==> src/rtl/sfp_pkg.sv <==
// Shared types, constants and CRC step for the sync frame parser.
package sfp_pkg;

  localparam int unsigned CNT_W         = 6;
  localparam int unsigned LENGTH_LIMIT  = 50;
  localparam int unsigned PAYLOAD_DEPTH = 64;

  localparam logic [7:0]  SYNC_FIRST  = 8'hFD;
  localparam logic [7:0]  SYNC_SECOND = 8'hFE;
  localparam logic [15:0] CRC_START   = 16'hFFFF;

  typedef enum logic [3:0] {
    ST_HUNT,
    ST_SYNC2,
    ST_LEN,
    ST_SEND,
    ST_TARG,
    ST_MSG,
    ST_PAY,
    ST_CRCL,
    ST_CRCH,
    ST_FETCH,
    ST_EMIT
  } sfp_state_e;

  typedef struct packed {
    logic crc_seed;
    logic len_ld;
    logic snd_ld;
    logic tgt_ld;
    logic msg_ld;
    logic pay_wr;
    logic crc_extra;
    logic rd_start;
    logic rd_fetch;
    logic rd_next;
  } sfp_cmd_t;

  typedef struct packed {
    logic len_ok;
    logic len_zero;
    logic pay_done;
    logic lo_match;
    logic hi_match;
    logic rd_last;
  } sfp_status_t;

  // CRC-16/MCRF4XX, one byte
  function automatic logic [15:0] crc_step(logic [15:0] crc, logic [7:0] b);
    logic [7:0]  t;
    logic [15:0] t16;
    t   = b ^ crc[7:0];
    t   = t ^ {t[3:0], 4'b0000};
    t16 = {8'h00, t};
    return {8'h00, crc[15:8]} ^ {t, 8'h00} ^ (t16 << 3) ^ (t16 >> 4);
  endfunction

endpackage

==> src/rtl/sfp_ctrl.sv <==
// Frame parser controller: phase state machine and readout sequencing.
module sfp_ctrl
  import sfp_pkg::*;
(
  input  logic        clk_i,
  input  logic        rst_ni,
  input  logic        in_valid_i,
  input  logic [7:0]  in_byte_i,
  output logic        in_ready_o,
  output logic        out_valid_o,
  input  logic        out_ready_i,
  input  sfp_status_t status_i,
  output sfp_cmd_t    cmd_o
);

  sfp_state_e state_q, state_d;
  logic       acc;

  always_ff @(posedge clk_i or negedge rst_ni) begin
    if (!rst_ni) begin
      state_q <= ST_HUNT;
    end else begin
      state_q <= state_d;
    end
  end

  assign in_ready_o  = (state_q != ST_FETCH) && (state_q != ST_EMIT);
  assign out_valid_o = (state_q == ST_EMIT);
  assign acc         = in_valid_i && in_ready_o;

  always_comb begin
    state_d = state_q;
    cmd_o   = '0;
    case (state_q)
      ST_SYNC2: begin
        if (acc) begin
          if (in_byte_i == SYNC_SECOND) begin
            cmd_o.crc_seed = 1'b1;
            state_d        = ST_LEN;
          end else begin
            state_d = ST_HUNT;
          end
        end
      end
      ST_LEN: begin
        if (acc) begin
          if (status_i.len_ok) begin
            cmd_o.len_ld = 1'b1;
            state_d      = ST_SEND;
          end else begin
            state_d = ST_HUNT;
          end
        end
      end
      ST_SEND: begin
        if (acc) begin
          cmd_o.snd_ld = 1'b1;
          state_d      = ST_TARG;
        end
      end
      ST_TARG: begin
        if (acc) begin
          cmd_o.tgt_ld = 1'b1;
          state_d      = ST_MSG;
        end
      end
      ST_MSG: begin
        if (acc) begin
          cmd_o.msg_ld = 1'b1;
          state_d      = status_i.len_zero ? ST_CRCL : ST_PAY;
        end
      end
      ST_PAY: begin
        if (acc) begin
          cmd_o.pay_wr = 1'b1;
          if (status_i.pay_done) begin
            state_d = ST_CRCL;
          end
        end
      end
      ST_CRCL: begin
        if (acc) begin
          cmd_o.crc_extra = 1'b1;
          state_d         = status_i.lo_match ? ST_CRCH : ST_HUNT;
        end
      end
      ST_CRCH: begin
        if (acc) begin
          if (status_i.hi_match) begin
            cmd_o.rd_start = 1'b1;
            state_d        = status_i.len_zero ? ST_EMIT : ST_FETCH;
          end else begin
            state_d = ST_HUNT;
          end
        end
      end
      ST_FETCH: begin
        cmd_o.rd_fetch = 1'b1;
        state_d        = ST_EMIT;
      end
      ST_EMIT: begin
        if (out_ready_i) begin
          if (status_i.len_zero || status_i.rd_last) begin
            state_d = ST_HUNT;
          end else begin
            cmd_o.rd_next = 1'b1;
            state_d       = ST_FETCH;
          end
        end
      end
      default: begin
        if (acc) begin
          state_d = (in_byte_i == SYNC_FIRST) ? ST_SYNC2 : ST_HUNT;
        end
      end
    endcase
  end

endmodule

==> src/rtl/sfp_dpath.sv <==
// Frame parser datapath: header registers, CRC, payload memory and result word.
module sfp_dpath
  import sfp_pkg::*;
#(
  parameter int unsigned PayloadDepth = PAYLOAD_DEPTH
) (
  input  logic              clk_i,
  input  logic              rst_ni,
  input  logic [7:0]        in_byte_i,
  input  logic              cfg_we_i,
  input  logic [7:0]        cfg_wdata_i,
  input  sfp_cmd_t          cmd_i,
  output sfp_status_t       status_o,
  output logic [7:0]        sender_o,
  output logic [7:0]        target_o,
  output logic [7:0]        message_o,
  output logic [CNT_W-1:0]  length_o,
  output logic [7:0]        payload_o,
  output logic [CNT_W-1:0]  index_o,
  output logic              has_payload_o,
  output logic              last_o
);

  localparam int unsigned AW = (PayloadDepth > 1) ? $clog2(PayloadDepth) : 1;

  logic [7:0]       extra_q;
  logic [15:0]      crc_q, crc_d, crc_x;
  logic [CNT_W-1:0] rcnt_q, rcnt_inc;
  logic [CNT_W-1:0] len_q;
  logic [7:0]       snd_q, tgt_q, msg_q;
  logic [CNT_W-1:0] ridx_q, ridx_inc;
  logic [7:0]       rdat_q;
  logic [7:0]       mem_q [PayloadDepth];
  logic             wr_in_range, rd_in_range;

  assign rcnt_inc    = rcnt_q + CNT_W'(1);
  assign ridx_inc    = ridx_q + CNT_W'(1);
  assign crc_x       = crc_step(crc_q, extra_q);
  assign wr_in_range = {1'b0, rcnt_q} < (CNT_W + 1)'(PayloadDepth);
  assign rd_in_range = {1'b0, ridx_q} < (CNT_W + 1)'(PayloadDepth);

  always_ff @(posedge clk_i or negedge rst_ni) begin
    if (!rst_ni) begin
      extra_q <= '0;
    end else if (cfg_we_i) begin
      extra_q <= cfg_wdata_i;
    end
  end

  always_comb begin
    crc_d = crc_q;
    if (cmd_i.crc_seed) begin
      crc_d = CRC_START;
    end else if (cmd_i.crc_extra) begin
      crc_d = crc_x;
    end else if (cmd_i.len_ld || cmd_i.snd_ld || cmd_i.tgt_ld || cmd_i.msg_ld ||
                 cmd_i.pay_wr) begin
      crc_d = crc_step(crc_q, in_byte_i);
    end
  end

  always_ff @(posedge clk_i or negedge rst_ni) begin
    if (!rst_ni) begin
      crc_q  <= CRC_START;
      rcnt_q <= '0;
      len_q  <= '0;
      snd_q  <= '0;
      tgt_q  <= '0;
      msg_q  <= '0;
      ridx_q <= '0;
    end else begin
      crc_q <= crc_d;
      if (cmd_i.crc_seed) rcnt_q <= '0;
      else if (cmd_i.pay_wr) rcnt_q <= rcnt_inc;
      if (cmd_i.len_ld) len_q <= in_byte_i[CNT_W-1:0];
      if (cmd_i.snd_ld) snd_q <= in_byte_i;
      if (cmd_i.tgt_ld) tgt_q <= in_byte_i;
      if (cmd_i.msg_ld) msg_q <= in_byte_i;
      if (cmd_i.rd_start) ridx_q <= '0;
      else if (cmd_i.rd_next) ridx_q <= ridx_inc;
    end
  end

  always_ff @(posedge clk_i) begin
    if (cmd_i.pay_wr && wr_in_range) begin
      mem_q[rcnt_q[AW-1:0]] <= in_byte_i;
    end
  end

  always_ff @(posedge clk_i) begin
    if (cmd_i.rd_fetch) begin
      rdat_q <= rd_in_range ? mem_q[ridx_q[AW-1:0]] : 8'h00;
    end
  end

  assign status_o.len_ok   = in_byte_i < 8'(LENGTH_LIMIT);
  assign status_o.len_zero = (len_q == '0);
  assign status_o.pay_done = (rcnt_inc == len_q);
  assign status_o.lo_match = (in_byte_i == crc_x[7:0]);
  assign status_o.hi_match = (in_byte_i == crc_q[15:8]);
  assign status_o.rd_last  = (ridx_inc == len_q);

  assign sender_o      = snd_q;
  assign target_o      = tgt_q;
  assign message_o     = msg_q;
  assign length_o      = len_q;
  assign has_payload_o = (len_q != '0);
  assign payload_o     = has_payload_o ? rdat_q : 8'h00;
  assign index_o       = ridx_q;
  assign last_o        = !has_payload_o || (ridx_inc == len_q);

endmodule

==> src/rtl/sync_frame_parser_crc16.sv <==
// Sync frame parser with CRC-16/MCRF4XX check, top level.
//
//   channel  dir  word
//   s_axis   in   tdata[7:0] rx_byte
//   m_axis   out  tdata[47:0] result header and payload byte, tuser has_payload,
//                 tlast last result of frame
//   cfg      in   cfg_wdata_i[7:0] crc_extra_byte
//
// One received byte is taken per cycle while the frame is being parsed.
// A good frame is read out from the payload RAM one result word at a time
// (registered RAM read, then present); header-only frames skip the RAM read.
// s_axis_tready stays low during readout. m_axis_tready low holds the word.
// Reset puts the parser into hunting; payload RAM is not cleared.
module sync_frame_parser_crc16
  import sfp_pkg::*;
#(
  parameter int unsigned PayloadDepth = PAYLOAD_DEPTH
) (
  input  logic        clk_i,
  input  logic        rst_ni,
  input  logic        s_axis_tvalid,
  output logic        s_axis_tready,
  input  logic [7:0]  s_axis_tdata,   // [7:0] rx_byte
  output logic        m_axis_tvalid,
  input  logic        m_axis_tready,
  // [7:0] sender_id, [15:8] target_id, [23:16] message_id, [29:24] frame_length,
  // [37:30] payload_byte, [43:38] byte_index, [47:44] zero
  output logic [47:0] m_axis_tdata,
  output logic        m_axis_tuser,   // [0] has_payload
  output logic        m_axis_tlast,
  input  logic        cfg_we_i,
  input  logic [7:0]  cfg_wdata_i
);

  sfp_cmd_t         cmd;
  sfp_status_t      status;
  logic [7:0]       sender, target, message, payload;
  logic [CNT_W-1:0] length, index;

  sfp_ctrl u_ctrl (
    .clk_i      (clk_i),
    .rst_ni     (rst_ni),
    .in_valid_i (s_axis_tvalid),
    .in_byte_i  (s_axis_tdata),
    .in_ready_o (s_axis_tready),
    .out_valid_o(m_axis_tvalid),
    .out_ready_i(m_axis_tready),
    .status_i   (status),
    .cmd_o      (cmd)
  );

  sfp_dpath #(
    .PayloadDepth(PayloadDepth)
  ) u_dpath (
    .clk_i        (clk_i),
    .rst_ni       (rst_ni),
    .in_byte_i    (s_axis_tdata),
    .cfg_we_i     (cfg_we_i),
    .cfg_wdata_i  (cfg_wdata_i),
    .cmd_i        (cmd),
    .status_o     (status),
    .sender_o     (sender),
    .target_o     (target),
    .message_o    (message),
    .length_o     (length),
    .payload_o    (payload),
    .index_o      (index),
    .has_payload_o(m_axis_tuser),
    .last_o       (m_axis_tlast)
  );

  assign m_axis_tdata = {4'b0000, index, payload, length, message, target, sender};

endmodule

==> config.mk <==
export PLATFORM = sky130hd
export DESIGN_NAME = sync_frame_parser_crc16
export DESIGN_NICKNAME = d
export VERILOG_FILES = /design/src/rtl/sfp_pkg.sv /design/src/rtl/sfp_ctrl.sv /design/src/rtl/sfp_dpath.sv /design/src/rtl/sync_frame_parser_crc16.sv
export SDC_FILE = /design/constraint.sdc
export NUM_CORES = 1
export LEC_CHECK = 0
export ABC_AREA = 1
export BUFFER_PORTS_ARGS = -buffer_cell sky130_fd_sc_hd__buf_2
export CORE_ASPECT_RATIO = 0.5
export CORE_MARGIN = 10
export CORE_UTILIZATION = 23
export DETAILED_ROUTE_END_ITERATION = 16
export SLEW_MARGIN = 30
export SYNTH_ARGS = -nofsm -noshare
export SYNTH_HDL_FRONTEND = slang
export SYNTH_HIERARCHICAL = 1
export SYNTH_SLANG_ARGS = --single-unit
==> constraint.sdc <==
create_clock -name clk_i -period 4.75 [get_ports clk_i]
set_input_delay 1.1875 -clock clk_i [delete_from_list [all_inputs] [get_ports clk_i]]
set_output_delay 1.1875 -clock clk_i [all_outputs]
set_load 0.1 [all_outputs]
==> results.toml, run 1 <==
[outcome]
status = "finished, final reports clean"

[synthesis]
yosysMostFrequentCell = "nand2_1"
netlist_area_sq_um = 25700
synth_top_cells_by_count = "nand2_1 (871), edfxtp_1 (520), nand3_1 (486)"
synth_top_area_cell = "edfxtp_1"
yosys_warnings = 6
syn-instance-count = 2428
yosysTopAreaCellShare = 0.607
yosys-top-cells-area = "edfxtp_1 (61%), nand2_1 (13%), nand3_1 (9.5%), dfrtp_1 (5.3%), buf_2 (1.7%)"
ys.flop_type = "edfxtp_1"
syn_avg_cell_area_sq_um = 10.6
async_flop_share = 0.119
synth_edf_count = 520
ys_ff_latch = 590
synth_seq_area_share = 0.676
ys_types = 40

[run]
drv_cap = 0

[sta]
finalClockSkew_ns = 0.0108
slew_viol_final = 0
clock.fmax_mhz = 246
slew_headroom = 0.359
min_period_ns = 4.07
timing.final.ws_setup_ns = 0.680
setup_viol = 0
hold_violations = 0
fin_crit_sh = 0.857
setup_tns_ns = 0
tightestPinTransition_ns = 0.962
rsz0062_at_grt = "no"

[global_route]
gr-max-usage-layer = "met2"
globalRouteMet2Util = 0.176
grt_usage = 0.105
grt_pass1_wl_mm = 106
use_met3 = 0.0176
grt_pass1_vias = 17400
grt_antenna_before_repair = 4
use_met1 = 0.134
grt_overflow_total = 0
grt_max_degree = 239

[floorplan]
die_w_um = 493
die-area_sq_um = 126000
core.rowCount = 86
start_util = 0.233
die_height_um = 256
io_pins = 73
coreArea_sq_um = 111000

[detailed_routing]
drt_iter0_markers = 1765
wl_per_cell_um = 17.3
postRouteWirelength_mm = 69.2
drc = 0
drt_first_pass_iters = 6
ant_nets = 0
viasPerCell = 4.44
via_count = 17800

[setup_path]
crit_type = "flip-flop to output pin"
critPathLaunchType = "flip-flop"
cp_max_fo = 59
arrival_ns = 2.88
critPathRequiredTime_ns = 3.56
setup.worst_path.end_class = "output pin"
r2r_cells = 6

[finish]
multi_input_area_sq_um = 7210
seqCellArea_sq_um = 17400
layout-area-overhead-vs-synth_pct = 14.4
nets = 2478
drive_above_1_share = 0.0962
fillerInstances = 11600
final_cells = 4003

[place]
port_buffers = 68
post-place-ws_ns = 0.956
dp_cells = 3888
dp_hpwl_mm = 41.6
gp_congestion = 0.864

[clock_network]
clk_pin_slew_ns = 0.06
cts_max_path_buffers = 3
post-cts-setup-buffers = 0
root_buffer = "clkbuf_16"
cts_hold_buf = 0
clock-sinks = 590
ctsResizeCount = 0
cts_htree_levels = 2
cts_tree = "built"
clkLatencyLatePin_ns = 0.63
cts_buffers = 60

[worst_hold_path]
min_path_cells = 2
hold_class = "flip-flop to flip-flop"

[power_and_ir_drop]
pwr-share-comb = 0.211
p_int_w = 0.00931
p_per_area_nw_per_um2 = 468
p_seq_frac = 0.449
pwr-share-clk = 0.340
switching_share = 0.324
finalPower_w = 0.0138
leakagePower_nw = 10.9
vdd_drop_max_mv = 0.491
p_switching_w = 0.00447
## power groups by stage
stage	sequential, W	combinational (W)	clock, W
after global placement	0.00627	0.00288	0
after floorplan	0.00699	0.00149	0
after global routing	0.00621	0.00315	0.00497
after CTS	0.00618	0.00290	0.00477
after detailed placement	0.00628	0.00289	0
final	0.00618	0.00290	0.00469
## state kept, by name (all words and copies together), names as in the netlist
register           flops
u_dpath/crc_q         16
u_dpath/length_o       6
u_dpath/extra_q        8
u_dpath/index_o        6
u_dpath/target_o       8
u_ctrl/state_q         4
u_dpath/message_o      8
u_dpath/sender_o       8
u_dpath/rcnt_q         6
u_dpath/rdat_q         8
u_dpath/mem_q        512
## cells in the final DEF (no fill, tap or decap), types with 5 or more instances in the layout
cell type,netlist,routed
nand2_1,871,871
edfxtp_1,520,520
nand3_1,486,486
nor2_1,98,98
inv_1,71,70
buf_2,87,65
clkbuf_16,0,61
dfrtp_1,54,51
buf_4,36,36
xor2_1,25,25
o21ai_0,24,24
xnor2_1,21,21
clkinv_1,4,19
dfstp_2,16,16
nand4_1,15,15
clkbuf_1,11,12
o22ai_1,12,12
clkinv_2,0,9
nor4_1,7,7
or2_2,7,7
mux2_2,7,7
clkbuf_8,0,6
inv_2,6,6
nor3_1,6,6
nand3b_1,6,6
bufinv_16,0,5
o21ai_1,5,5
a21oi_1,5,5
## kinds of logic after synthesis
family | after synthesis | synth area share
flip-flops | 590 | 0.676
multiplexers | 7 | 0.00306
AO/OA/AOI/OAI | 49 | 0.0105
adder cells (fa/ha/maj) | 2 | 0.000973
AND/OR/NAND/NOR | 1506 | 0.250
other | 1 | 0.000146
buffers and inverters | 227 | 0.0443
XOR/XNOR | 46 | 0.0157
## area by class of cell
cell class | count | area share
antenna | 2 | 0.000170
clock buffer | 79 | 0.0562
clock inverter | 33 | 0.00995
inverter | 83 | 0.0110
multi-input combinational | 1614 | 0.245
sequential | 590 | 0.591
tap | 1496 | 0.0636
timing repair buffer | 106 | 0.0233
## worst max-delay path: stages, from the launching register on
cell,delay (ns)
dfrtp_4,0.42
buf_4,0.54
nand4_1,0.27
o21ai_1,0.25
nand2_1,0.10
nand2_1,0.07
nand3_1,0.09
o21ai_1,0.28
buf_12,0.23
## per-layer routing
layer	vias up	wire, um
met5	-	13
met2	632	32800
met1	8633	29300
met4	2	2390
met3	146	4670
li1	8353	-
## worst paths after layout
path	endpoint	slack, ns	from
worst max-delay path	m_axis_tlast	0.68	u_dpath/index_o[0]$_DFFE_PN0P_
worst min-delay path	u_dpath/sender_o[6]$_DFFE_PN0P_	0.47	u_dpath/sender_o[6]$_DFFE_PN0P_
worst max register to register	u_dpath/mem_q[58][3]$_DFFE_PP_	1.43	u_ctrl/state_q[3]$_DFFE_PN0P_
worst min register to register	u_dpath/sender_o[6]$_DFFE_PN0P_	0.47	u_dpath/sender_o[6]$_DFFE_PN0P_
max in group asynchronous	u_dpath/crc_q[10]$_DFFE_PN1P_	3.36	rst_ni
min in group asynchronous	u_dpath/sender_o[0]$_DFFE_PN0P_	0.53	rst_ni
## per-stage QoR
step,hold WS [ns],utilization,cell area [sq um]
after detailed placement,0.453,0.248,27500
after floorplan,0.500,-,25700
after global placement,0.451,0.248,27500
after global routing,0.482,0.266,29400
after CTS,0.469,0.266,29400
final,0.465,0.266,29400
Power figures use the tool's default switching activity.
==> run 2: changes to the inputs <==
--- a/config.mk
+++ b/config.mk
@@ -10,6 +10,7 @@
 export CORE_ASPECT_RATIO = 0.5
 export CORE_MARGIN = 10
 export CORE_UTILIZATION = 23
+export CTS_BUF_LIST = sky130_fd_sc_hd__clkbuf_4 sky130_fd_sc_hd__clkbuf_8 sky130_fd_sc_hd__clkbuf_16
 export DETAILED_ROUTE_END_ITERATION = 16
 export SLEW_MARGIN = 30
 export SYNTH_ARGS = -nofsm -noshare
==> results.toml, run 2 (synthesized netlist as in run 1, its figures left out) <==
[outcome]
status = "finished, final reports clean"

[power_and_ir_drop]
pwr-share-comb = 0.210
pwr-share-clk = 0.344
vdd_drop_max_mv = 0.490
leakagePower_nw = 11.0
p_switching_w = 0.00447
switching_share = 0.323
p_int_w = 0.00938
p_per_area_nw_per_um2 = 470
p_seq_frac = 0.447

[floorplan]
start_util = 0.233
die-area_sq_um = 126000
coreArea_sq_um = 111000
io_pins = 73
die_w_um = 493
core.rowCount = 86
die_height_um = 256

[finish]
final_core_util = 0.267
layout_common_cells = "nand2_1 (871), edfxtp_1 (520), nand3_1 (486), nor2_1 (98), inv_1 (70)"
layout-area-overhead-vs-synth_pct = 14.6
drive_above_1_share = 0.101
nets = 2478
final_cells = 4003
layout_commonest_cell = "nand2_1"
largest_reg_flops = 512

[place]
dp_hpwl_mm = 41.6
port_buffers = 68
gp_congestion = 0.864
dp_cells = 3888

[global_route]
grt_usage = 0.105
grt_pass1_vias = 17400
grt_pass1_wl_mm = 106
grt_antenna_before_repair = 4
grt_max_degree = 239
grt_overflow_total = 0

[sta]
whs_ns = 0.466
setup_viol = 0
rsz0062_at_grt = "no"
setup_tns_ns = 0
slew_viol_final = 0
fin_crit_sh = 0.859
finalClockSkew_ns = 0.0132
hold_violations = 0
min_period_ns = 4.08
clock.fmax_mhz = 245
tightestPinTransition_ns = 0.970
slew_headroom = 0.353

[setup_path]
critPathLaunchType = "flip-flop"
startpoint = "u_dpath/index_o[0]$_DFFE_PN0P_"
crit_type = "flip-flop to output pin"
setup.worst_path.end_class = "output pin"
cp_max_fo = 59
critPathSlowestCell = "buf_4"
arrival_ns = 2.89
cp_top_family = "buffers and inverters"
critPathRequiredTime_ns = 3.56
cp_num_buf_inv = 2
cp_cell_sequence = "buf_4 -> nand4_1 -> o21ai_1 -> nand2_1 -> nand2_1 -> nand3_1 -> o21ai_1 -> buf_12"
r2r-start = "u_ctrl/state_q[0]$_DFFE_PN0P_"
cp_slowest_stage_delay_ns = 0.54

[detailed_routing]
viasPerCell = 4.45
dr_wl_met3_mm = 4.89
wl_met1_mm = 29.0
met2_length_mm = 32.8
drc = 0
via_count = 17800
postRouteWirelength_mm = 69.1
top_layer = "met5"
drt_iter0_markers = 1704
wl_per_cell_um = 17.3
ant_nets = 0
drt_first_pass_iters = 5

[clock_network]
clkLatencyLatePin_ns = 0.63
clk_pin_slew_ns = 0.06
root_buffer = "clkbuf_16"
post-cts-setup-buffers = 0
cts_tree = "built"
ctsResizeCount = 0
cts_hold_buf = 0
cts_max_path_buffers = 3
cts_buffers = 60
cts_htree_levels = 2
clock-sinks = 590

[worst_hold_path]
hold_class = "flip-flop to flip-flop"
worstHoldStart = "u_dpath/sender_o[6]$_DFFE_PN0P_"

[run]
drv_cap = 0
run 2: changes by cell type in the layout (fill, tap and decap cells not counted):
| cell | before | now |
|---|---|---|
| clkbuf_1 | 12 | 0 |
| clkbuf_4 | 0 | 12 |
run 2: power groups by stage:
stage	Combinational (W)	Sequential, W	Clock (W)
6_report	0.00291	0.00619	0.00476
4_1_cts	0.00290	0.00618	0.00484
3_3_place_gp	0.00288	0.00627	0
2_1_floorplan	0.00149	0.00699	0
3_5_place_dp	0.00289	0.00628	0
5_1_grt	0.00315	0.00621	0.00504
run 2: final timing paths:
kind / slack [ns] / end / depth (start not counted)
max in group asynchronous: 3.35 / u_dpath/crc_q[10]$_DFFE_PN1P_ / 2
min in group asynchronous: 0.53 / u_dpath/sender_o[0]$_DFFE_PN0P_ / 1
hold / removal: 0.47 / u_dpath/sender_o[6]$_DFFE_PN0P_ / 2
hold reg to reg: 0.47 / u_dpath/sender_o[6]$_DFFE_PN0P_ / 2
setup / recovery: 0.67 / m_axis_tlast / 8
setup reg to reg: 1.46 / u_dpath/mem_q[44][5]$_DFFE_PP_ / 8
run 2: worst reg2reg max path, stage by stage (launching register included):
cell and delay, ns:
dfrtp_1 0.43, inv_1 0.11, nand2_1 0.12, nand3_4 0.11, nand2_1 0.14, nor3_1 0.17, buf_4 0.20, nand4_1 0.73
nor2_1 0.90
run 2: through the flow:
stage / area, sq um / setup WS (ns) / total power [W]
after CTS: 29400 / 0.660 / 0.0139
after detailed placement: 27500 / 0.956 / 0.00917
after floorplan: 25700 / 0.152 / 0.00848
after global routing: 29500 / 0.490 / 0.0144
final: 29500 / 0.668 / 0.0138
after global placement: 27500 / 0.984 / 0.00915
run 2: per-layer routing:
| metal | global-route usage | up-vias |
|---|---|---|
| met5 | 0 | - |
| met4 | 0.0403 | 2 |
| met3 | 0.0176 | 138 |
| met2 | 0.176 | 649 |
| met1 | 0.134 | 8677 |
| li1 | - | 8357 |
run 2: cell type report:
class                           instances  area, sq um
Sequential cell                       590        17400
Fill cell                           11500        81000
Multi-Input combinational cell       1614         7210
Clock buffer                           79         1700
Clock inverter                         33          293
Timing Repair Buffer                  106          686
Antenna cell                            2         5.00
Inverter                               83          324
Tap cell                             1496         1870
